<file path="config.mk">
export PLATFORM = sky130hd
export DESIGN_NAME = huffman_tree_builder_flat
export DESIGN_NICKNAME = d
export VERILOG_FILES = /design/src/htb_pkg.sv /design/src/htb_if.sv /design/src/htb_select.sv /design/src/huffman_tree_builder.sv /design/src/flat_wrapper.sv
export SDC_FILE = /design/constraint.sdc
export NUM_CORES = 1
export LEC_CHECK = 0
export BUFFER_PORTS_ARGS = -buffer_cell sky130_fd_sc_hd__buf_4
export CORE_MARGIN = 3
export CORE_UTILIZATION = 62
export CTS_CLUSTER_SIZE = 14
export DETAILED_ROUTE_END_ITERATION = 7
export PLACE_DENSITY = 0.79
export SYNTH_ARGS = -nofsm -noshare
export SYNTH_HDL_FRONTEND = slang
export SYNTH_SLANG_ARGS = --single-unit
</file>
<file path="constraint.sdc">
create_clock -name clk -period 13 [get_ports clk]
set_input_delay 2.6 -clock clk [delete_from_list [all_inputs] [get_ports clk]]
set_output_delay 2.6 -clock clk [all_outputs]
set_load 0.01 [all_outputs]
</file>
<file path="src/htb_pkg.sv">
package htb_pkg;

  // Default sizes of the tree builder.
  localparam int DEF_LEAVES      = 16;
  localparam int DEF_WEIGHT_BITS = 16;

  // Fixed field widths of the channels.
  localparam int LEAF_W_BITS  = 16;
  localparam int SUM_BITS     = 20;
  localparam int IDX_OUT_BITS = 5;

  // Sequencer states.
  typedef enum logic [2:0] {
    ST_LOAD,
    ST_SCAN,
    ST_TAIL,
    ST_EMIT,
    ST_TRIV
  } htb_state_t;

  // One candidate node handed to the minimum tracker.
  typedef struct packed {
    logic                clr;
    logic                vld;
    logic                taken;
    logic [SUM_BITS-1:0] w;
  } htb_cand_t;

  // Current best and second-best weights held by the tracker.
  typedef struct packed {
    logic                have_a;
    logic                have_b;
    logic [SUM_BITS-1:0] wa;
    logic [SUM_BITS-1:0] wb;
  } htb_pick_t;

endpackage

</file>
<file path="src/htb_if.sv">
// Request channel carrying one leaf weight.
interface htb_in_if import htb_pkg::*; ();
  logic                   valid;
  logic                   ready;
  logic [LEAF_W_BITS-1:0] leaf_weight;
  logic                   last_leaf;

  modport source (output valid, output leaf_weight, output last_leaf, input ready);
  modport sink   (input valid, input leaf_weight, input last_leaf, output ready);
endinterface

// Result channel carrying one merge of the tree.
interface htb_out_if import htb_pkg::*; ();
  logic                    valid;
  logic                    ready;
  logic [IDX_OUT_BITS-1:0] new_node;
  logic [IDX_OUT_BITS-1:0] left_index;
  logic [IDX_OUT_BITS-1:0] right_index;
  logic [SUM_BITS-1:0]     merged_weight;
  logic                    trivial;
  logic                    last_merge;

  modport source (output valid, output new_node, output left_index, output right_index,
                  output merged_weight, output trivial, output last_merge, input ready);
  modport sink   (input valid, input new_node, input left_index, input right_index,
                  input merged_weight, input trivial, input last_merge, output ready);
endinterface

</file>
<file path="src/htb_select.sv">
// Tracks the lowest and second-lowest weights among the free nodes seen
// during one scan. Strict compares keep the earlier index on ties.
module htb_select import htb_pkg::*; #(
  parameter int IDX_W = 5
) (
  input  logic             clk,
  input  logic             rst_n,
  input  htb_cand_t        cand,
  input  logic [IDX_W-1:0] cand_idx,
  output htb_pick_t        pick,
  output logic [IDX_W-1:0] a_idx,
  output logic [IDX_W-1:0] b_idx
);

  logic                have_a_r;
  logic                have_b_r;
  logic [SUM_BITS-1:0] wa_r;
  logic [SUM_BITS-1:0] wb_r;
  logic [IDX_W-1:0]    a_r;
  logic [IDX_W-1:0]    b_r;
  logic                use_cand;
  logic                new_min;
  logic                new_second;

  // Decide where the candidate lands.
  assign use_cand   = cand.vld && !cand.taken;
  assign new_min    = use_cand && (!have_a_r || (cand.w < wa_r));
  assign new_second = use_cand && !new_min && (!have_b_r || (cand.w < wb_r));

  // Found flags are control state.
  always_ff @(posedge clk) begin
    if (!rst_n) begin
      have_a_r <= 1'b0;
      have_b_r <= 1'b0;
    end else if (cand.clr) begin
      have_a_r <= 1'b0;
      have_b_r <= 1'b0;
    end else if (new_min) begin
      have_a_r <= 1'b1;
      have_b_r <= have_a_r;
    end else if (new_second) begin
      have_b_r <= 1'b1;
    end
  end

  // The old minimum moves down to second place when a new minimum appears.
  always_ff @(posedge clk) begin
    if (new_min) begin
      a_r  <= cand_idx;
      wa_r <= cand.w;
      b_r  <= a_r;
      wb_r <= wa_r;
    end else if (new_second) begin
      b_r  <= cand_idx;
      wb_r <= cand.w;
    end
  end

  assign pick.have_a = have_a_r;
  assign pick.have_b = have_b_r;
  assign pick.wa     = wa_r;
  assign pick.wb     = wb_r;
  assign a_idx       = a_r;
  assign b_idx       = b_r;

`ifndef SYNTHESIS
  a_second_needs_first: assert property (@(posedge clk) disable iff (!rst_n)
    have_b_r |-> have_a_r)
    else $error("second minimum held without a first");

  a_order_kept: assert property (@(posedge clk) disable iff (!rst_n)
    have_b_r |-> (wa_r <= wb_r))
    else $error("minimum weight exceeds second minimum");

  a_clear_works: assert property (@(posedge clk) disable iff (!rst_n)
    cand.clr |=> !have_a_r)
    else $error("tracker not cleared at scan start");
`endif

endmodule

</file>
<file path="src/huffman_tree_builder.sv">
// Channel   Direction  Payload
// in_req    sink       leaf_weight[15:0], last_leaf
// out_res   source     new_node[4:0], left_index[4:0], right_index[4:0],
//                      merged_weight[19:0], trivial, last_merge
//
// A leaf weight is taken whenever the sequencer is in its load state. Building node k
// of a tree reads the weight memory once per older node, then does the last compare,
// and then writes the sum and presents the result.
// Reset is synchronous and active low; the weight memory is not cleared.
// A full output register holds the sequencer in its write cycle until taken.
module huffman_tree_builder import htb_pkg::*; #(
  parameter int LEAVES      = DEF_LEAVES,
  parameter int WEIGHT_BITS = DEF_WEIGHT_BITS
) (
  input logic       clk,
  input logic       rst_n,
  htb_in_if.sink    in_req,
  htb_out_if.source out_res
);

  localparam int NODES = 2 * LEAVES;
  localparam int IDX_W = $clog2(NODES);
  localparam int CNT_W = $clog2(LEAVES + 1);
  localparam logic [LEAF_W_BITS-1:0] W_MASK = (WEIGHT_BITS >= LEAF_W_BITS) ? '1 :
    LEAF_W_BITS'((64'd1 << WEIGHT_BITS) - 64'd1);

  htb_state_t state_r;
  htb_state_t state_nxt;

  logic [CNT_W-1:0]    cnt_r;
  logic [IDX_W-1:0]    k_r;
  logic [IDX_W-1:0]    scan_j_r;
  logic [IDX_W-1:0]    cmp_j_r;
  logic                cmp_vld_r;
  logic [SUM_BITS-1:0] rd_data_r;
  logic [NODES-1:0]    taken_r;
  logic [SUM_BITS-1:0] weight_mem [NODES];

  logic                    out_vld_r;
  logic [IDX_OUT_BITS-1:0] out_node_r;
  logic [IDX_OUT_BITS-1:0] out_left_r;
  logic [IDX_OUT_BITS-1:0] out_right_r;
  logic [SUM_BITS-1:0]     out_weight_r;
  logic                    out_triv_r;
  logic                    out_last_r;

  logic                in_fire;
  logic                out_free;
  logic                cnt_full;
  logic [CNT_W-1:0]    cnt_after;
  logic [IDX_W-1:0]    last_k;
  logic                is_root;
  logic [SUM_BITS-1:0] leaf_w;
  logic [SUM_BITS-1:0] merge_w;

  logic                in_ready_c;
  logic                rd_en;
  logic                wr_en;
  logic [IDX_W-1:0]    wr_addr;
  logic [SUM_BITS-1:0] wr_data;
  logic                emit_merge;
  logic                emit_triv;
  logic                set_done;
  logic                sel_clr;

  htb_cand_t        cand;
  htb_pick_t        pick;
  logic [IDX_W-1:0] a_idx;
  logic [IDX_W-1:0] b_idx;

  // Shared conditions.
  assign in_fire   = in_req.valid && in_ready_c;
  assign out_free  = !out_vld_r || out_res.ready;
  assign cnt_full  = (cnt_r == CNT_W'(LEAVES));
  assign cnt_after = cnt_full ? cnt_r : cnt_r + 1'b1;
  assign last_k    = IDX_W'({cnt_r, 1'b0} - 1'b1);
  assign is_root   = (k_r == last_k);
  assign leaf_w    = SUM_BITS'(in_req.leaf_weight & W_MASK);
  assign merge_w   = pick.wa + pick.wb;

  // Next state.
  always_comb begin
    state_nxt = state_r;
    unique case (state_r)
      ST_LOAD: begin
        if (in_fire && in_req.last_leaf) begin
          state_nxt = (cnt_after < CNT_W'(2)) ? ST_TRIV : ST_SCAN;
        end
      end
      ST_SCAN: begin
        if (scan_j_r == k_r - 1'b1) begin
          state_nxt = ST_TAIL;
        end
      end
      ST_TAIL: begin
        state_nxt = ST_EMIT;
      end
      ST_EMIT: begin
        if (out_free) begin
          state_nxt = is_root ? ST_LOAD : ST_SCAN;
        end
      end
      ST_TRIV: begin
        if (out_free) begin
          state_nxt = ST_LOAD;
        end
      end
      default: begin
        state_nxt = ST_LOAD;
      end
    endcase
  end

  // State outputs and memory port control.
  always_comb begin
    in_ready_c = (state_r == ST_LOAD);
    rd_en      = (state_r == ST_SCAN);
    emit_merge = (state_r == ST_EMIT) && out_free;
    emit_triv  = (state_r == ST_TRIV) && out_free;
    set_done   = (emit_merge && is_root) || emit_triv;
    sel_clr    = (state_nxt == ST_SCAN) && (state_r != ST_SCAN);
    wr_en      = (in_fire && !cnt_full) || emit_merge;
    wr_addr    = (state_r == ST_EMIT) ? k_r : IDX_W'(cnt_r) + 1'b1;
    wr_data    = (state_r == ST_EMIT) ? merge_w : leaf_w;
  end

  assign in_req.ready = in_ready_c;

  // Weight memory with a registered read port.
  always_ff @(posedge clk) begin
    if (wr_en) begin
      weight_mem[wr_addr] <= wr_data;
    end
    if (rd_en) begin
      rd_data_r <= weight_mem[scan_j_r];
      cmp_j_r   <= scan_j_r;
    end
  end

  // Sequencer registers, counters and taken flags.
  // A finished set returns the leaf count, the node index and the taken flags to zero.
  always_ff @(posedge clk) begin
    if (!rst_n) begin
      state_r   <= ST_LOAD;
      cnt_r     <= '0;
      k_r       <= '0;
      scan_j_r  <= '0;
      cmp_vld_r <= 1'b0;
      taken_r   <= '0;
      out_vld_r <= 1'b0;
    end else begin
      state_r   <= state_nxt;
      cmp_vld_r <= rd_en;
      if (set_done) begin
        cnt_r <= '0;
      end else if (in_fire && !cnt_full) begin
        cnt_r <= cnt_r + 1'b1;
      end
      if (set_done) begin
        k_r <= '0;
      end else if (in_fire && in_req.last_leaf) begin
        k_r <= IDX_W'(cnt_after) + 1'b1;
      end else if (emit_merge) begin
        k_r <= k_r + 1'b1;
      end
      if (sel_clr) begin
        scan_j_r <= IDX_W'(1);
      end else if (rd_en) begin
        scan_j_r <= scan_j_r + 1'b1;
      end
      if (set_done) begin
        taken_r <= '0;
      end else if (emit_merge) begin
        taken_r <= taken_r | (NODES'(1) << a_idx) | (NODES'(1) << b_idx);
      end
      if (emit_merge || emit_triv) begin
        out_vld_r <= 1'b1;
      end else if (out_res.ready) begin
        out_vld_r <= 1'b0;
      end
    end
  end

  // Result register.
  always_ff @(posedge clk) begin
    if (emit_merge || emit_triv) begin
      out_node_r   <= emit_triv ? '0 : IDX_OUT_BITS'(k_r);
      out_left_r   <= emit_triv ? '0 : IDX_OUT_BITS'(a_idx);
      out_right_r  <= emit_triv ? '0 : IDX_OUT_BITS'(b_idx);
      out_weight_r <= emit_triv ? '0 : merge_w;
      out_triv_r   <= emit_triv;
      out_last_r   <= emit_triv || is_root;
    end
  end

  assign out_res.valid         = out_vld_r;
  assign out_res.new_node      = out_node_r;
  assign out_res.left_index    = out_left_r;
  assign out_res.right_index   = out_right_r;
  assign out_res.merged_weight = out_weight_r;
  assign out_res.trivial       = out_triv_r;
  assign out_res.last_merge    = out_last_r;

  // Minimum tracker fed by the memory read data.
  assign cand.clr   = sel_clr;
  assign cand.vld   = cmp_vld_r;
  assign cand.taken = taken_r[cmp_j_r];
  assign cand.w     = rd_data_r;

  htb_select #(
    .IDX_W (IDX_W)
  ) u_select (
    .clk      (clk),
    .rst_n    (rst_n),
    .cand     (cand),
    .cand_idx (cmp_j_r),
    .pick     (pick),
    .a_idx    (a_idx),
    .b_idx    (b_idx)
  );

`ifndef SYNTHESIS
  a_emit_has_pair: assert property (@(posedge clk) disable iff (!rst_n)
    (state_r == ST_EMIT) |-> pick.have_b)
    else $error("merge written without two free nodes");

  a_children_free: assert property (@(posedge clk) disable iff (!rst_n)
    emit_merge |-> (!taken_r[a_idx] && !taken_r[b_idx]))
    else $error("merge reuses a node that already has a parent");

  a_scan_bound: assert property (@(posedge clk) disable iff (!rst_n)
    (state_r == ST_SCAN) |-> (scan_j_r < k_r))
    else $error("scan read beyond the nodes built so far");
`endif

endmodule
</file>
<file path="src/flat_wrapper.sv">
// flat-port wrapper written by rule: the top's interface ports become plain ports
module huffman_tree_builder_flat import htb_pkg::*;
#(
  parameter int LEAVES      = DEF_LEAVES,
  parameter int WEIGHT_BITS = DEF_WEIGHT_BITS
)
  (clk, rst_n, in_req_valid, in_req_leaf_weight, in_req_last_leaf, in_req_ready, out_res_valid, out_res_new_node, out_res_left_index, out_res_right_index, out_res_merged_weight, out_res_trivial, out_res_last_merge, out_res_ready);
  htb_in_if in_req_i ();
  htb_out_if out_res_i ();
  input logic clk;
  input logic rst_n;
  input wire logic [$bits(in_req_i.valid)-1:0] in_req_valid;
  input wire logic [$bits(in_req_i.leaf_weight)-1:0] in_req_leaf_weight;
  input wire logic [$bits(in_req_i.last_leaf)-1:0] in_req_last_leaf;
  output wire logic [$bits(in_req_i.ready)-1:0] in_req_ready;
  output wire logic [$bits(out_res_i.valid)-1:0] out_res_valid;
  output wire logic [$bits(out_res_i.new_node)-1:0] out_res_new_node;
  output wire logic [$bits(out_res_i.left_index)-1:0] out_res_left_index;
  output wire logic [$bits(out_res_i.right_index)-1:0] out_res_right_index;
  output wire logic [$bits(out_res_i.merged_weight)-1:0] out_res_merged_weight;
  output wire logic [$bits(out_res_i.trivial)-1:0] out_res_trivial;
  output wire logic [$bits(out_res_i.last_merge)-1:0] out_res_last_merge;
  input wire logic [$bits(out_res_i.ready)-1:0] out_res_ready;
  assign in_req_i.valid = in_req_valid;
  assign in_req_i.leaf_weight = in_req_leaf_weight;
  assign in_req_i.last_leaf = in_req_last_leaf;
  assign in_req_ready = in_req_i.ready;
  assign out_res_valid = out_res_i.valid;
  assign out_res_new_node = out_res_i.new_node;
  assign out_res_left_index = out_res_i.left_index;
  assign out_res_right_index = out_res_i.right_index;
  assign out_res_merged_weight = out_res_i.merged_weight;
  assign out_res_trivial = out_res_i.trivial;
  assign out_res_last_merge = out_res_i.last_merge;
  assign out_res_i.ready = out_res_ready;
  huffman_tree_builder #(.LEAVES(LEAVES), .WEIGHT_BITS(WEIGHT_BITS)) u_core (.clk(clk), .rst_n(rst_n), .in_req(in_req_i), .out_res(out_res_i));
endmodule
</file>
# [Word-level counts from Yosys, hierarchy flattened]
# Memories as Yosys holds them, arrays and structs flattened. A register that Yosys moved wholly into a read port is not among the register bits.
# Index checks and enable logic that the tools add are counted.
[totals] regBits=146 ram_bits=640 inputBits=21 output_inout_bits=39 mem_count=1
[mem_list] memory="u_core.weight_mem" depth=32 width=20 read_ports=1 rd_clocked_by_memory_dff=1 write_ports=1 line_no="huffman_tree_builder.sv:37" rtl="logic [SUM_BITS-1:0] weight_mem [NODES];"
[classes] add_sub_neg=7 order_cmp=4 n_eq_ne=9 shift=2 n_mux=26 n_bitwise=3 reduce_logical=31
[ops] op="$or A32 B32 Y32" count=2
[ops] op="$shl A1 B5 Y32 const A" count=2
[ops] op="$mux W20" count=3
[ops] op="$lt A20 B20 Y1" count=2
[ops] op="$mux W5" count=6
[ops] op="$add A20 B20 Y20" count=1
[ops] op="$add A5 B1 Y5 const B" count=4
[ops] op="$mux W3" count=5
[ops] op="$pmux W3 S5" count=1
[ops] op="$logic_and A1 B1 Y1" count=11
[ops] op="$eq A5 B5 Y1" count=2
[ops] op="$mux W1" count=10
[ops] op="$sub A5 B1 Y5 const B" count=2
[ops] op="$reduce_bool A2 Y1" count=4
[ops] op="$logic_or A1 B1 Y1" count=7
[ops] op="$eq A3 B1 Y1 const B" count=2
[ops] op="$eq A3 B2 Y1 const B" count=2
[ops] op="$logic_not A1 Y1" count=6
[ops] op="$lt A5 B6 Y1 const B" count=1
[ops] op="$bmux W1 S5" count=1
[ops] op="$eq A5 B5 Y1 const B" count=1
[ops] op="$lt A5 B2 Y1 const B" count=1
[ops] op="$reduce_or A2 Y1" count=2
[ops] op="$eq A3 B3 Y1 const B" count=1
[ops] op="3 further kinds" count=3

# [Longest topological paths before layout]
[logic_depth] word_depth=10 depth_mapped=11 mapped_depth_nobuf=10

# [Hierarchy]
# A second synthesis with hierarchy kept.
[unflattened] cells_unflattened=1918 hier_area_um2=33890.0
[by_module_without_submodules] module="huffman_tree_builder" instances=1 cells_per_inst=1570 area_per_inst_um2=30414.2 seq_area_each_um2=22121.2
[by_module_without_submodules] module="htb_select" instances=1 cells_per_inst=348 area_per_inst_um2=3475.8 seq_area_each_um2=1541.5

# [Least setup slack after synthesis]
# No wires, ideal clock.
[synth_path] kind="input to register" from="input port in_req_valid" to="memory u_core.weight_mem[0][0] (enable)" setup_ps=397 t_arrival_ps=4654 required_time_ps=12603 setup_slack_ps=7950 cell_stages=6 path_buffers=1 path_cell_list="nor4b_2 > nor2b_1 > or2_2 > clkbuf_1 > o21ai_1 > nor2_1"
[synth_between] elab_chain_cells=5
[synth_lines] element="start, declared" line_no="flat_wrapper.sv:12" rtl="input wire logic [$bits(in_req_i.valid)-1:0] in_req_valid;"
[synth_lines] element="$logic_and A1 B1 Y1" line_no="huffman_tree_builder.sv:72" rtl="assign in_fire = in_req.valid && in_ready_c;"
[synth_lines] element="$logic_and A1 B1 Y1" line_no="huffman_tree_builder.sv:122" rtl="wr_en = (in_fire && !cnt_full) || emit_merge;"
[synth_lines] element="$logic_or A1 B1 Y1" line_no="huffman_tree_builder.sv:122"
[synth_lines] element="$mux W1" line_no="huffman_tree_builder.sv:131" rtl="if (wr_en) begin"
[synth_lines] element="$mux W1 (implied by the code)" line_no="huffman_tree_builder.sv:132" rtl="weight_mem[wr_addr] <= wr_data;"
[synth_lines] element="end, declared" line_no="huffman_tree_builder.sv:37"
# Every way passes these cells.

# [Worst setup path in the final report]
[layout_path] from="input port in_req_valid" to="memory u_core.weight_mem[19][19] (enable)"
# The elaborated chain is that of the path after synthesis.

==> results.json <==
{
  "die_y_um": 238,
  "gr-total-overflow": 0,
  "crit_type": "in2reg",
  "clock_path_buffers": 3,
  "syn-instance-count": 1826,
  "track_usage": 0.284,
  "start_util": 0.632,
  "yosysWarnings": 0,
  "ys_async_sr_fraction": 0,
  "cts_sinks": 806,
  "crit_path_top_delay_cell": "nor2_2",
  "ff2ff_setup_slack_ps": 8440,
  "die_x_um": 238,
  "drv_cap": 0,
  "power.leakage_nw": 11.9,
  "clock_insertion_delay_worst_skew_ps": 620,
  "totalNegativeSetupSlack_ps": 0,
  "synth_flop_cell": "edfxtp_1",
  "ant_nets": 0,
  "synth.top_cell.area_share": 0.675,
  "num_vias": 17800,
  "drc": 0,
  "synth_nets": 1911,
  "worstPathCellList": "buf_4 > nor4b_2 > nor2b_1 > or2_2 > nand2_1 > nor2_2",
  "synth_edf_count": 752,
  "outcome": "completed",
  "synth_area_per_cell_um2": 18.3,
  "gp_congestion": 0.908,
  "ys_types": 66,
  "cts_root_buf": "clkbuf_16",
  "critical-path-max-stage-delay_ps": 1100,
  "cp_num_buf_inv": 1,
  "grt_max_degree": 68,
  "rsz0062_at_grt": "no",
  "postLayoutCellArea_um2": 37300,
  "fin_total_pwr_w": 0.00551,
  "fin_crit_sh": 0.394,
  "hp-class": "reg2reg",
  "cts_max_level": 3,
  "synth.area.top_cells": "edfxtp_1, mux4_2, dfxtp_1",
  "drt_first_pass_iters": 5,
  "routed_wl_um": 78600,
  "endpoint_kind": "flip-flop",
  "setup_viol": 0,
  "stdcell_count": 2644,
  "dp.cells": 2505,
  "required_ps": 13240,
  "dpl-instance-area_um2": 34900,
  "cts_tree": "built",
  "layout-drive-gt1-share": 0.261,
  "cts.repair.resized": 0,
  "synthMostInstantiatedCell": "edfxtp_1",
  "dp_hpwl_um": 47900,
  "startpoint_type": "primary input",
  "synth_area_um2": 33500,
  "core_um2": 53000,
  "period_needed_ps": 5120,
  "cts_buffers": 79,
  "ir_drop_mv": 0.110,
  "drt_iter0_markers": 2183,
  "critical_path.max_fanout": 20,
  "skew_ps": 23.7,
  "port_buffers": 59,
  "cts_hold_buf": 0,
  "grt_pass1_vias": 17800,
  "antenna_found_initial": 2,
  "boundaryPins": 60,
  "nets": 1983,
  "p_per_area_nw_per_um2": 148,
  "wl_per_cell_um": 29.7,
  "worst-slew-pin-transition_ps": 1400,
  "clock.fmax_mhz": 195,
  "areaGrowthSynthToFinish_pct": 11.4,
  "worstPathArrival_ps": 5360,
  "rows": 84,
  "clk_pin_slew_worst_paths_ps": 60,
  "cts_setup_buffers": 0,
  "grt_pass1_wl_um": 117000,
  "die_area_um2": 56800,
  "hold_viol": 0,
  "via_per_inst": 6.75,
  "finalMaxSlewViolations": 0,
  "ys_top_cells_by_count": "edfxtp_1, mux4_2, nor2_1",
  "path_delay_family": "simple AND/OR/NAND/NOR gates",
  "yosysTopAreaCell": "edfxtp_1",
  "slew_headroom": 0.0557,
  "synth_seq_area_share": 0.707,
  "ys_ff_latch": 806
}
==> metrics by stage <==
stage                util  hold slack, ps  setup WS, ps
finish              0.704             464          7880
global route        0.704             485          7740
CTS                 0.704             466          7950
detailed placement  0.658             452          7330
global placement    0.658             445          7390
floorplan               -             406          7950
==> layout by cell type, fill, tap and decap left out, drive strengths merged, types with 7 or more instances in the layout <==
cell      n
clkbuf   99
nor3     20
nand3    13
a21oi    64
o21ai    40
nor2    120
xnor2    23
edfxtp  752
nand4    11
buf      85
a21o     18
mux2     47
clkinv   30
o22ai    34
and2     17
nand2b   10
or3       7
dfxtp    54
ha       63
mux4    208
nand3b    9
inv      58
nor2b     8
nand2    59
and3     10
xor2     17
==> path summary, 6_finish.rpt <==
check / to / cells after the start / startpoint
hold reg to reg: u_core.taken_r[30] / 2 / u_core.taken_r[30]
hold / removal: u_core.taken_r[30] / 2 / u_core.taken_r[30]
setup / recovery: u_core.weight_mem[19][19] / 6 / in_req_valid
setup reg to reg: u_core.weight_mem[2][5] / 6 / u_core.state_r[1]
==> power by group <==
part	switching [W]	internal (W)
Clock	0.000957	0.00123
Sequential	0.0000366	0.00288
Combinational	0.000234	0.000172
==> worst min-delay path: stages (launching register included) <==
cell and delay (ps):
dfxtp_1 320, a21oi_1 40, nor2_1 70
==> sequential cells by signal, summed over array words and instances, names as in the netlist, 3 cells and up <==
signal and flops:
u_core.cmp_j_r 5, u_core.u_select.a_idx 5, u_core.out_res.right_index 5, u_core.scan_j_r 5, u_core.u_select.wb_r 20, u_core.out_res.left_index 5, u_core.u_select.b_idx 5, u_core.k_r 5
u_core.u_select.wa_r 20, u_core.state_r 3, u_core.out_res.new_node 5, u_core.out_res.merged_weight 20, u_core.weight_mem 640, u_core.cnt_r 5, u_core.taken_r 32, u_core.rd_data_r 20
==> cell type report <==
cell class,instances,area [um^2]
clock inverters,39,375
multi-input cells,871,9470
well taps,688,861
repair buffers,85,638
clock buffers,99,2060
fillers,3128,15700
diodes,1,2.50
inverters,55,206
flip-flops and latches,806,23700
==> metal layers <==
layer  global-route usage  vias up  routed length, um
met4                0.100        0               2950
li1                     -     7475                  -
met3               0.0512      143               7360
met1                0.400     9169              29700
met2                0.460     1049              38600
met5                    0        -                  0
==> kinds of logic after synthesis <==
| logic type | count (synthesis) | share of synthesized area |
|---|---|---|
| AOI/OAI and AO/OA | 202 | 0.0377 |
| xor gates and xnor gates | 40 | 0.0105 |
| adders and majority gates | 64 | 0.0241 |
| buffers and inverters | 149 | 0.0175 |
| DFF | 806 | 0.707 |
| muxes | 261 | 0.160 |
| and+or+nand+nor | 304 | 0.0435 |
No activity file was read; power rests on OpenSTA's default activity.
